### src/rtl/core/csia_pkg.sv
// shared types and constants for the checked signed integer alu
package csia_pkg;

  localparam int unsigned DataW = 64;
  localparam int unsigned NumCells = DataW;

  typedef enum logic [2:0] {
    OP_ADD = 3'd0,
    OP_SUB = 3'd1,
    OP_MUL = 3'd2,
    OP_DIV = 3'd3,
    OP_PLUS = 3'd4,
    OP_NEG = 3'd5,
    OP_ABS = 3'd6,
    OP_CMP = 3'd7
  } op_e;

  typedef enum logic [1:0] {
    ST_OK = 2'd0,
    ST_OVF = 2'd1,
    ST_DIVZ = 2'd2
  } status_e;

  // what a cell does to the beat passing through it
  typedef enum logic [1:0] {
    K_PASS = 2'd0,
    K_MUL = 2'd1,
    K_DIV = 2'd2
  } kind_e;

  typedef struct packed {
    logic [2:0] req_type;
    logic wide_mode;
    logic signed [DataW-1:0] left_operand;
    logic signed [DataW-1:0] right_operand;
  } in_t;

  typedef struct packed {
    logic signed [DataW-1:0] result_value;
    logic [1:0] status;
  } out_t;

  // per-cell state: acc is the product high half or the partial remainder,
  // a the multiplicand or divisor, b the multiplier/product low or quotient
  typedef struct packed {
    kind_e kind;
    logic wide;
    logic neg;
    status_e st;
    logic [DataW-1:0] acc;
    logic [DataW-1:0] a;
    logic [DataW-1:0] b;
  } stage_t;

endpackage

### src/rtl/core/csia_finish.sv
// range check and sign restore after the last cell
module csia_finish (
  input  csia_pkg::stage_t stage_i,
  output csia_pkg::out_t   beat_o
);

  logic [63:0] mag, lim;
  logic ovf;

  always_comb begin
    mag = stage_i.b;
    if (stage_i.wide) lim = stage_i.neg ? 64'h8000_0000_0000_0000 : 64'h7FFF_FFFF_FFFF_FFFF;
    else lim = stage_i.neg ? 64'h0000_0000_8000_0000 : 64'h0000_0000_7FFF_FFFF;
    ovf = (mag > lim) || ((stage_i.kind == csia_pkg::K_MUL) && (stage_i.acc != 64'd0));
    beat_o.status = stage_i.st;
    beat_o.result_value = stage_i.b;
    if (stage_i.kind != csia_pkg::K_PASS) begin
      if (ovf) begin
        beat_o.status = csia_pkg::ST_OVF;
        beat_o.result_value = '0;
      end else begin
        beat_o.result_value = stage_i.neg ? (64'd0 - mag) : mag;
      end
    end
  end

endmodule

### config.mk
export PLATFORM = sky130hd
export DESIGN_NAME = csia_finish
export DESIGN_NICKNAME = d
export VERILOG_FILES = /design/src/rtl/core/csia_pkg.sv /design/src/rtl/core/csia_finish.sv
export SDC_FILE = /design/constraint.sdc
export NUM_CORES = 1
export LEC_CHECK = 0
export BUFFER_PORTS_ARGS = -buffer_cell sky130_fd_sc_hd__buf_2
export CORE_MARGIN = 4
export CORE_UTILIZATION = 35
export DETAILED_ROUTE_END_ITERATION = 10
export PLACE_DENSITY = 0.72
export SETUP_SLACK_MARGIN = 0.02
export SLEW_MARGIN = 20
export SYNTH_ARGS = -nofsm -noshare
export SYNTH_HDL_FRONTEND = slang
export SYNTH_SLANG_ARGS = --single-unit
### constraint.sdc
create_clock -name vclk -period 8.55
set_input_delay 0.855 -clock vclk [all_inputs]
set_output_delay 0.855 -clock vclk [all_outputs]
set_load 0.005 [all_outputs]
==> impl_metrics.env <==
export IMPL_grtUsageTotal_pct=21.8
export IMPL_design_seq_count=0
export IMPL_antenna_found_initial=1
export IMPL_ys_types=55
export IMPL_min_delay_start="stage_i[192]"
export IMPL_cts_hold_buf=0
export IMPL_seq_area_frac_synth_pct=0
export IMPL_avgSynthCellArea_sq_um=6.93
export IMPL_synthAdderAreaFrac_pct=20.0
export IMPL_die_w_um=117
export IMPL_dp_hpwl_mm=12.7
export IMPL_grtUsageMet3_pct=2.94
export IMPL_wl_per_cell_um=17.3
export IMPL_grt_use_met1_pct=28.6
export IMPL_gp_congestion=0.835
export IMPL_yosys_warnings=0
export IMPL_rows=39
export IMPL_crit_cells=14
export IMPL_top_usage_layer="met2"
export IMPL_outcome="complete, no violations"
export IMPL_ir_drop_v=0.0000198
export IMPL_period_share_pct=75.1
export IMPL_die_area_sq_um=13800
export IMPL_cp_buffers_inverters=6
export IMPL_cts_resized=0
export IMPL_preCtsSetupSlack_ns=2.14
export IMPL_hold_viol_final=0
export IMPL_grt_pass1_vias=5192
export IMPL_synth_xor_area_share_pct=9.42
export IMPL_layout_drive_gt1_share_pct=29.1
export IMPL_holdPathStages=3
export IMPL_crit_chain="buf_2 -> buf_4 -> inv_1 -> ha_1 -> inv_1 -> ha_1 -> nand4_1 -> or4_1 -> nor4bb_1 -> a21o_1 -> a21oi_4 -> buf_4 -> a211oi_1 -> buf_2"
export IMPL_syn_to_final_growth_pct=26.9
export IMPL_synth_area_sq_um=4180
export IMPL_hold_class="in2out"
export IMPL_fin_ws_ns=2.13
export IMPL_ioPinCount=264
export IMPL_power_density_nw_per_um2=51.1
export IMPL_synth_top_family_by_area="compound AO/OA/AOI/OAI gates"
export IMPL_max_stage_delay_ns=0.71
export IMPL_drt_iter0_markers=224
export IMPL_fp_coreArea_sq_um=11600
export IMPL_vias=5497
export IMPL_cap_violations=0
export IMPL_cp_slowest_cell="inv_1"
export IMPL_drtAntennaViolNets=0
export IMPL_die_h_um=117
export IMPL_setup_tns_ns=0
export IMPL_grt_remaining_overflow=0
export IMPL_area_sequential_sq_um=0
export IMPL_synth_compound_area_share_pct=33.1
export IMPL_synthSimpleGateAreaFrac_pct=30.4
export IMPL_layout_min_cycle_time_ns=6.42
export IMPL_worst_pin_slew_ns=0.990
export IMPL_synthCells=604
export IMPL_io_buffers=200
export IMPL_critPathLaunchType="input port"
export IMPL_endpoint_kind="output port"
export IMPL_rsz0062_at_grt="no"
export IMPL_synthMuxAreaShare_pct=2.15
export IMPL_clkbuf_count=0
export IMPL_grt_pass1_wl_mm=26.1
export IMPL_drt_pass1_iterations=5
export IMPL_post_cts_buffers=0
export IMPL_worst_path_max_fanout=46
export IMPL_start_util_pct=36.2
export IMPL_critPathKind="in2out"
export IMPL_critPathArrivalTime_ns=5.57
export IMPL_fill_cells=1215
export IMPL_met2_usage_pct=38.7
export IMPL_slew_headroom_pct=34.0
export IMPL_crit_family="buffers and inverters"
export IMPL_crit_required_ns=7.70
export IMPL_drc=0
export IMPL_synthesis_nets=869
export IMPL_drv_slew=0
export IMPL_grt_max_degree=59
export IMPL_min_to="beat_o[0]"
export IMPL_finalSetupViolCount=0
export IMPL_timing_hold_ws_ns=2.02
export IMPL_totalWireLength_mm=15.9
export IMPL_via_per_inst=5.98
export IMPL_p_leak_nw=2.33
export IMPL_nets=1043
export IMPL_max_freq_mhz=156
==> per-layer routing <==
metal | vias up | part of all wire (%)
met5 | - | 0
met4 | 0 | 1.5
met3 | 14 | 7.0
met2 | 229 | 47
met1 | 2499 | 45
li1 | 2755 | -
==> synthesized netlist by cell type, types with 9 or more instances <==
library cell,instances,share of area (%)
ha_1,67,20
a211oi_1,51,9.2
a21oi_1,45,5.4
o21ai_0,37,4.4
nor2_1,36,3.2
nand2_1,34,3.1
clkbuf_1,30,2.7
nor4_1,28,4.2
nand4_1,26,3.9
xnor2_1,25,5.2
nor3_1,24,2.9
o31ai_1,23,4.1
xor2_1,20,4.2
inv_1,14,1.3
nand3_1,14,1.7
nand2b_1,13,1.9
or3_1,11,1.6
or4_1,11,2.0
mux2i_1,9,2.2
==> cell type report <==
class / count / area, sq um / area share, %
Antenna cell: 1 / 2.50 / 0.0471
Inverter: 14 / 52.6 / 0.990
Multi-Input combinational cell: 554 / 4020 / 75.6
Tap cell: 143 / 179 / 3.37
Timing Repair Buffer: 208 / 1060 / 20.0
==> how the worst max path moves through the flow <==
| stage | end | startpoint |
|---|---|---|
| CTS | beat_o[29] | stage_i[194] |
| finish | beat_o[11] | stage_i[194] |
| global route | beat_o[29] | stage_i[194] |
| detailed placement | beat_o[29] | stage_i[194] |
| floorplan | beat_o[10] | stage_i[194] |
| global placement | beat_o[29] | stage_i[194] |
==> report_power, final <==
part | switching [W] | internal, W
sequential | 0 | 0
combinational | 0.000151 | 0.000120
clock | 0 | 0.0000000000156
total | 0.000151 | 0.000120
==> cells in the final DEF (no fill, tap or decap), types with 6 or more instances in the layout <==
cell type and instances:
o211ai_1 6, nand2_1 34, nor2_1 36, a21o_1 6
o31ai_1 23, o21a_1 6, or4_1 11, nand2b_1 13
nor3_1 24, a21oi_1 43, buf_4 8, nor4_1 28
buf_2 200, o41ai_1 6, o21ai_0 36, a211oi_1 51
inv_1 14, nand3_1 14, xor2_1 20, or3_1 11
nand4_1 26, mux2i_1 9, ha_1 67, nor2b_1 6
xnor2_1 25
==> cells by family (layout without fill, tap and decap cells) <==
kind of cell	count (synthesis)	in the layout
AO/OA/AOI/OAI	207	207
XOR/XNOR	45	45
adder cells (fa/ha/maj)	67	67
buffers and inverters	50	222
multiplexers	9	9
other	0	1
AND/OR/NAND/NOR	226	226
==> metrics by stage <==
stage | instance area [sq um] | util, % | total power [W] | std cells
finish | 5310 | 45.9 | 0.000272 | 920
global placement | 5310 | 45.9 | 0.000268 | 919
CTS | 5310 | 45.9 | 0.000273 | 919
detailed placement | 5310 | 45.9 | 0.000271 | 919
floorplan | 4180 | - | 0.000153 | 604
global route | 5310 | 45.9 | 0.000307 | 920
Power figures use the tool's default switching activity.
